File: src/design/ktst_pkg.sv
// Package for the keyed text source tokenizer.
// Holds parse modes, event codes, character constants and sizing constants.
// No dependencies.
`timescale 1ns / 1ps

package ktst_pkg;

  // Sizing
  localparam int KEY_MAX_LEN = 8;   // key length that raises the error (2..15)
  localparam int CHAR_BYTES  = 2;   // text bytes per stored character (1..4)
  localparam int KEY_LEN_W   = 4;   // key length counter width, covers up to 15
  localparam int KEY_POS_W   = 3;   // reported key position width

  // Parse modes
  typedef enum logic [1:0] {
    MODE_IDLE    = 2'd0,
    MODE_KEY     = 2'd1,
    MODE_VALUE   = 2'd2,
    MODE_COMMENT = 2'd3
  } mode_t;

  // Event codes carried on the result channel
  typedef enum logic [2:0] {
    EV_NONE       = 3'd0,
    EV_KEY_START  = 3'd1,
    EV_COMMIT_KEY = 3'd2,
    EV_KEY_CHAR   = 3'd3,
    EV_VALUE_CHAR = 3'd4,
    EV_KEY_END    = 3'd5,
    EV_TOO_LONG   = 3'd6
  } event_t;

  // Source characters
  localparam logic [7:0] CH_LBRACKET = 8'h5B;  // [
  localparam logic [7:0] CH_RBRACKET = 8'h5D;  // ]
  localparam logic [7:0] CH_LBRACE   = 8'h7B;  // {
  localparam logic [7:0] CH_RBRACE   = 8'h7D;  // }
  localparam logic [7:0] CH_LF       = 8'h0A;
  localparam logic [7:0] CH_CR       = 8'h0D;
  localparam logic [7:0] CH_SPACE    = 8'h20;
  localparam logic [7:0] CH_TAB      = 8'h09;

endpackage

File: src/design/keyed_text_source_tokenizer_unit.sv
// Top level of the keyed text source tokenizer: parse state and result register.
// Depends on ktst_pkg.
`timescale 1ns / 1ps

// Takes one source byte per beat and returns one event beat per byte. Each
// byte is decoded combinationally against the parse state and its result is
// written to an output register, so a byte can be accepted every cycle; the
// only thing that throttles input is a held result (in_stall follows out_stall
// while a result is pending). The result beat appears in the cycle after its
// input beat is accepted. After a key-too-long error the block reports every
// further byte as a halted, empty event until reset.
module keyed_text_source_tokenizer_unit (
  input  logic        clk,
  input  logic        rst_n,
  // byte input channel
  input  logic        in_valid,
  output logic        in_stall,
  input  logic [7:0]  in_byte,
  // event output channel
  output logic        out_valid,
  input  logic        out_stall,
  output logic [2:0]  out_event_kind,
  output logic [7:0]  out_char_value,
  output logic [2:0]  out_key_position,
  output logic [31:0] out_text_offset,
  output logic [15:0] out_line_number,
  output logic [15:0] out_column_number,
  output logic        out_halted
);
  import ktst_pkg::*;

  // parse state
  mode_t                mode_r, mode_nxt;
  logic                 value_started_r, value_started_nxt;
  logic [KEY_LEN_W-1:0] key_len_r, key_len_nxt;
  logic [31:0]          offset_r, offset_nxt;
  logic [15:0]          row_r, row_nxt;
  logic [15:0]          col_r, col_nxt;
  logic                 error_r, error_nxt;

  // result register
  logic                 out_valid_r;
  event_t               ev_r, ev_nxt;
  logic [7:0]           char_r, char_nxt;
  logic [KEY_POS_W-1:0] pos_r, pos_nxt;
  logic [31:0]          toff_r;
  logic [15:0]          line_r, colout_r;
  logic                 halted_r;

  logic in_accept;
  logic vs;

  assign in_stall  = out_valid_r & out_stall;
  assign in_accept = in_valid & ~in_stall;

  function automatic logic [15:0] sat_inc(input logic [15:0] v);
    sat_inc = (v == 16'hFFFF) ? v : v + 16'd1;
  endfunction

  // byte decode against current state
  always_comb begin
    mode_nxt          = mode_r;
    value_started_nxt = value_started_r;
    key_len_nxt       = key_len_r;
    offset_nxt        = offset_r;
    row_nxt           = row_r;
    col_nxt           = col_r;
    error_nxt         = error_r;
    ev_nxt            = EV_NONE;
    char_nxt          = 8'd0;
    pos_nxt           = '0;
    vs                = value_started_r;
    if (!error_r) begin
      if (in_byte == CH_LF) begin
        row_nxt = sat_inc(row_r);
        col_nxt = 16'd1;
      end else if (in_byte == CH_CR) begin
        col_nxt = sat_inc(col_r);
      end else if (in_byte == CH_LBRACKET && mode_r != MODE_COMMENT) begin
        // new key; a started value gets its terminator first
        if (value_started_r) begin
          offset_nxt = offset_r + 32'(CHAR_BYTES);
          ev_nxt     = EV_COMMIT_KEY;
        end else begin
          ev_nxt = EV_KEY_START;
        end
        mode_nxt    = MODE_KEY;
        key_len_nxt = '0;
        col_nxt     = sat_inc(col_r);
      end else if (in_byte == CH_LBRACE) begin
        mode_nxt = MODE_COMMENT;
        col_nxt  = sat_inc(col_r);
      end else begin
        case (mode_r)
          MODE_KEY: begin
            if (in_byte == CH_RBRACKET) begin
              mode_nxt          = MODE_VALUE;
              value_started_nxt = 1'b0;
              ev_nxt            = EV_KEY_END;
            end else begin
              char_nxt    = in_byte;
              pos_nxt     = key_len_r[KEY_POS_W-1:0];
              key_len_nxt = key_len_r + KEY_LEN_W'(1);
              if (key_len_nxt >= KEY_LEN_W'(KEY_MAX_LEN)) begin
                ev_nxt    = EV_TOO_LONG;
                error_nxt = 1'b1;
              end else begin
                ev_nxt = EV_KEY_CHAR;
              end
            end
          end
          MODE_VALUE: begin
            // leading blanks are dropped
            vs                = value_started_r | ~(in_byte inside {CH_SPACE, CH_TAB});
            value_started_nxt = vs;
            if (vs) begin
              char_nxt   = in_byte;
              offset_nxt = offset_r + 32'(CHAR_BYTES);
              ev_nxt     = EV_VALUE_CHAR;
            end
          end
          MODE_COMMENT: begin
            if (in_byte == CH_RBRACE) mode_nxt = MODE_VALUE;
          end
          default: ;
        endcase
        if (!error_nxt) col_nxt = sat_inc(col_r);
      end
    end
  end

  // state registers
  always_ff @(posedge clk) begin
    if (!rst_n) begin
      mode_r          <= MODE_IDLE;
      value_started_r <= 1'b0;
      key_len_r       <= '0;
      offset_r        <= '0;
      row_r           <= 16'd1;
      col_r           <= 16'd1;
      error_r         <= 1'b0;
    end else if (in_accept) begin
      mode_r          <= mode_nxt;
      value_started_r <= value_started_nxt;
      key_len_r       <= key_len_nxt;
      offset_r        <= offset_nxt;
      row_r           <= row_nxt;
      col_r           <= col_nxt;
      error_r         <= error_nxt;
    end
  end

  // result beat valid and halted flag
  always_ff @(posedge clk) begin
    if (!rst_n) begin
      out_valid_r <= 1'b0;
      halted_r    <= 1'b0;
    end else if (in_accept) begin
      out_valid_r <= 1'b1;
      halted_r    <= error_nxt;
    end else if (!out_stall) begin
      out_valid_r <= 1'b0;
    end
  end

  // result payload
  always_ff @(posedge clk) begin
    if (in_accept) begin
      ev_r     <= ev_nxt;
      char_r   <= char_nxt;
      pos_r    <= pos_nxt;
      toff_r   <= offset_nxt;
      line_r   <= row_r;
      colout_r <= col_r;
    end
  end

  assign out_valid         = out_valid_r;
  assign out_event_kind    = ev_r;
  assign out_char_value    = char_r;
  assign out_key_position  = pos_r;
  assign out_text_offset   = toff_r;
  assign out_line_number   = line_r;
  assign out_column_number = colout_r;
  assign out_halted        = halted_r;

endmodule

File: config.mk
export PLATFORM = sky130hd
export DESIGN_NAME = keyed_text_source_tokenizer_unit
export DESIGN_NICKNAME = d
export VERILOG_FILES = /design/src/design/ktst_pkg.sv /design/src/design/keyed_text_source_tokenizer_unit.sv
export SDC_FILE = /design/constraint.sdc
export NUM_CORES = 1
export LEC_CHECK = 0
export ABC_AREA = 1
export BUFFER_PORTS_ARGS = -buffer_cell sky130_fd_sc_hd__buf_2
export CAP_MARGIN = 20
export CORE_MARGIN = 3
export CORE_UTILIZATION = 35
export DETAILED_ROUTE_END_ITERATION = 8
export GPL_TIMING_DRIVEN = 1
export PLACE_DENSITY = 0.58
export SLEW_MARGIN = 10
export SYNTH_ARGS = -nofsm -noshare
export SYNTH_HDL_FRONTEND = slang
export SYNTH_SLANG_ARGS = --single-unit
File: constraint.sdc
create_clock -name clk -period 4.9 [get_ports clk]
set_input_delay 0.49 -clock clk [delete_from_list [all_inputs] [get_ports clk]]
set_output_delay 0.49 -clock clk [all_outputs]
set_load 0.01 [all_outputs]
==> flow_metrics.py <==
metrics = {
    "clock_network": {
        "cts_resized": 0,
        "insertion_delay_ps": 430,
        "clk_path_buf_depth": 2,
        "h-tree-depth": 4,
        "path_clk_slew_ps": 60,
        "cts.hold.buffers_added": 0,
        "numCtsBuffers": 17,
        "clockRootBuffer": "clkbuf_16",
        "post_cts_buffers": 0,
        "clock_sinks": 149,
        "cts_tree": "done",
    },
    "cells_and_area": {
        "nets": 1030,
        "final_common_cell": "nand2_1",
        "antenna_cells": 0,
        "fillers": 2129,
        "seq_area_um2": 3750,
        "drive_above_1_share": 0.152,
        "layout.cells.non_filler": 1294,
        "syn2layout_area_growth_pct": 18.2,
        "multiInputGateArea_um2": 2950,
        "final_area_um2": 8690,
        "most-common-layout-cells": "nand2_1 (221), inv_1 (140), nor2_1 (95)",
    },
    "timing": {
        "fin_setup_tns_ps": 0,
        "hold_viol_final": 0,
        "maxSlewHeadroom": 0.403,
        "period_needed_ps": 2310,
        "maxSlewViolCount": 0,
        "worstMarginPinSlew_ps": 894,
        "fin_crit_sh": 0.471,
        "skew_ps": 14.9,
        "clock.fmax_mhz": 433,
        "rsz0062_at_grt": "no",
        "setup_viol": 0,
    },
    "floorplan": {
        "row_count": 52,
        "core-area_um2": 20400,
        "die-area_um2": 22800,
        "io_pins": 93,
        "die_w_um": 151,
        "start_util": 0.360,
        "die_height_um": 151,
    },
    "setup_path": {
        "r2r-end": "row_r[10]",
        "crit_type": "flip-flop to flip-flop",
        "r2r_start": "row_r[1]",
        "startpoint": "row_r[1]",
        "cp-end-kind": "flip-flop",
        "start_kind": "flip-flop",
        "r2r_slack_ps": 2590,
        "critPathRequiredTime_ps": 5170,
        "crit_fanout": 14,
        "critPathArrivalTime_ps": 2580,
        "rr_worst_depth": 9,
    },
    "synthesis": {
        "yosys_warnings": 0,
        "async_flop_share": 0,
        "synth_seq_cells": 149,
        "synth_cell_type_count": 44,
        "mappedNetlistArea_um2": 7360,
        "syn_avg_cell_area_um2": 8.00,
        "ys.flop_type": "edfxtp_1",
        "synth-seq-area-share": 0.510,
        "synth-edff-count": 77,
        "syn_inst": 919,
        "synthesis.nets": 938,
    },
    "grt": {
        "grt_pass1_wl_mm": 28.1,
        "grt_max_degree": 65,
        "grt_use_total": 0.156,
        "grt_overflow_total": 0,
        "first_global_vias": 5638,
        "antenna_found_initial": 0,
    },
    "hold_path": {
        "hold_path.class": "input pin to flip-flop",
        "holdPathEnd": "out_valid",
        "hold_path_depth": 3,
        "min-delay-start": "out_stall",
    },
    "placed_design": {
        "placed_area_um2": 8070,
        "dp_hpwl_mm": 11.8,
        "portBuffers": 91,
        "gp_congestion": 0.882,
        "dp.cells": 1262,
    },
    "power": {
        "power_leakage_nw": 3.77,
        "ir_drop_mv": 0.213,
        "power_density_nw_per_um2": 346,
    },
    "route": {
        "detail_route.first_pass.iterations": 5,
        "vias": 6106,
        "wl_per_cell_um": 13.3,
        "drt_iter0_markers": 351,
        "drc": 0,
        "ant_nets": 0,
        "wirelength_mm": 17.2,
        "routed_via_density": 4.72,
    },
    "outcome": {
        "outcome": "finished, final reports clean",
    },
    "job": {
        "maxCapViolCount": 0,
    },
}
==> synth_stat cells, types with 3 or more instances <==
| library cell | count | share of area |
|---|---|---|
| a211oi_1 | 4 | 0.0041 |
| a21oi_1 | 59 | 0.040 |
| a31oi_1 | 3 | 0.0026 |
| buf_1 | 3 | 0.0015 |
| buf_2 | 4 | 0.0027 |
| buf_6 | 3 | 0.0046 |
| clkbuf_1 | 9 | 0.0046 |
| dfxtp_1 | 72 | 0.20 |
| edfxtp_1 | 77 | 0.31 |
| ha_1 | 7 | 0.012 |
| inv_1 | 140 | 0.071 |
| inv_2 | 8 | 0.0041 |
| nand2_1 | 221 | 0.11 |
| nand2_2 | 3 | 0.0026 |
| nand3_1 | 72 | 0.049 |
| nand4_1 | 19 | 0.016 |
| nor2_1 | 96 | 0.049 |
| nor2_2 | 3 | 0.0026 |
| nor2_4 | 3 | 0.0046 |
| nor3_1 | 22 | 0.015 |
| nor3b_1 | 3 | 0.0031 |
| nor4_1 | 4 | 0.0034 |
| o21ai_0 | 29 | 0.020 |
| o21ai_1 | 11 | 0.0075 |
| o21ai_2 | 3 | 0.0036 |
| xnor2_1 | 4 | 0.0048 |
| xor2_1 | 14 | 0.017 |
==> through the flow <==
step	setup WS (ps)	total power, mW	hold slack [ps]	utilization
2_1_floorplan	1040	1.57	430	-
3_3_place_gp	2360	1.65	449	0.395
3_5_place_dp	2300	1.65	458	0.395
4_1_cts	2540	3.05	324	0.425
5_1_grt	2340	3.14	358	0.425
6_report	2590	3.01	346	0.425
==> sequential cells by signal, indices dropped and copies added, names as in the netlist <==
register / count
key_len_r: 4
row_r: 16
out_event_kind: 3
out_valid: 1
out_column_number: 16
out_halted: 1
out_char_value: 8
offset_r: 31
col_r: 16
out_text_offset: 31
value_started_r: 1
out_line_number: 16
mode_r: 2
out_key_position: 3
==> worst max path at each step <==
stage                   endpoint  slack, ps  cells after the start
4_1_cts                row_r[10]       2540                      9
6_report               row_r[10]       2590                      9
5_1_grt             offset_r[27]       2340                      7
3_3_place_gp           row_r[10]       2360                     11
3_5_place_dp        offset_r[26]       2300                      8
2_1_floorplan  out_char_value[0]       1040                      5
==> layout make-up <==
type | count | area share
Clock buffer | 23 | 0.0561
Clock inverter | 9 | 0.0160
Inverter | 148 | 0.0639
Multi-Input combinational cell | 602 | 0.339
Sequential cell | 149 | 0.432
Tap cell | 270 | 0.0389
Timing Repair Buffer | 93 | 0.0541
==> worst max-delay path, stage by stage (launching register included) <==
cell	delay [ps]
dfxtp_1	400
ha_1	200
inv_1	80
nor4_2	360
nand3_1	140
nand2_1	370
inv_1	290
nand3_1	150
nand2_1	50
nor3b_1	120
==> routing by layer <==
layer / global-route usage / routed length, µm / up-vias
met5: 0 / 0 / -
li1: - / - / 3175
met4: 0.0499 / 259 / 0
met3: 0.0344 / 689 / 25
met2: 0.248 / 7820 / 116
met1: 0.212 / 8420 / 2790
==> where the power goes <==
part / switching (mW) / leakage, nW / internal (mW)
logic: 0.143 / 2.12 / 0.0683
clock network: 0.524 / 0.297 / 0.861
registers: 0.0338 / 1.36 / 1.38
total: 0.701 / 3.77 / 2.31
==> kinds of logic after synthesis <==
family | Yosys count | synth area share
AND/OR/NAND/NOR | 457 | 0.277
buffers and inverters | 168 | 0.0900
flip-flops | 149 | 0.510
AO/OA/AOI/OAI | 119 | 0.0893
XOR/XNOR | 18 | 0.0214
adder cells (fa/ha/maj) | 7 | 0.0119
other | 1 | 0.000510
Power figures use the tool's default switching activity.
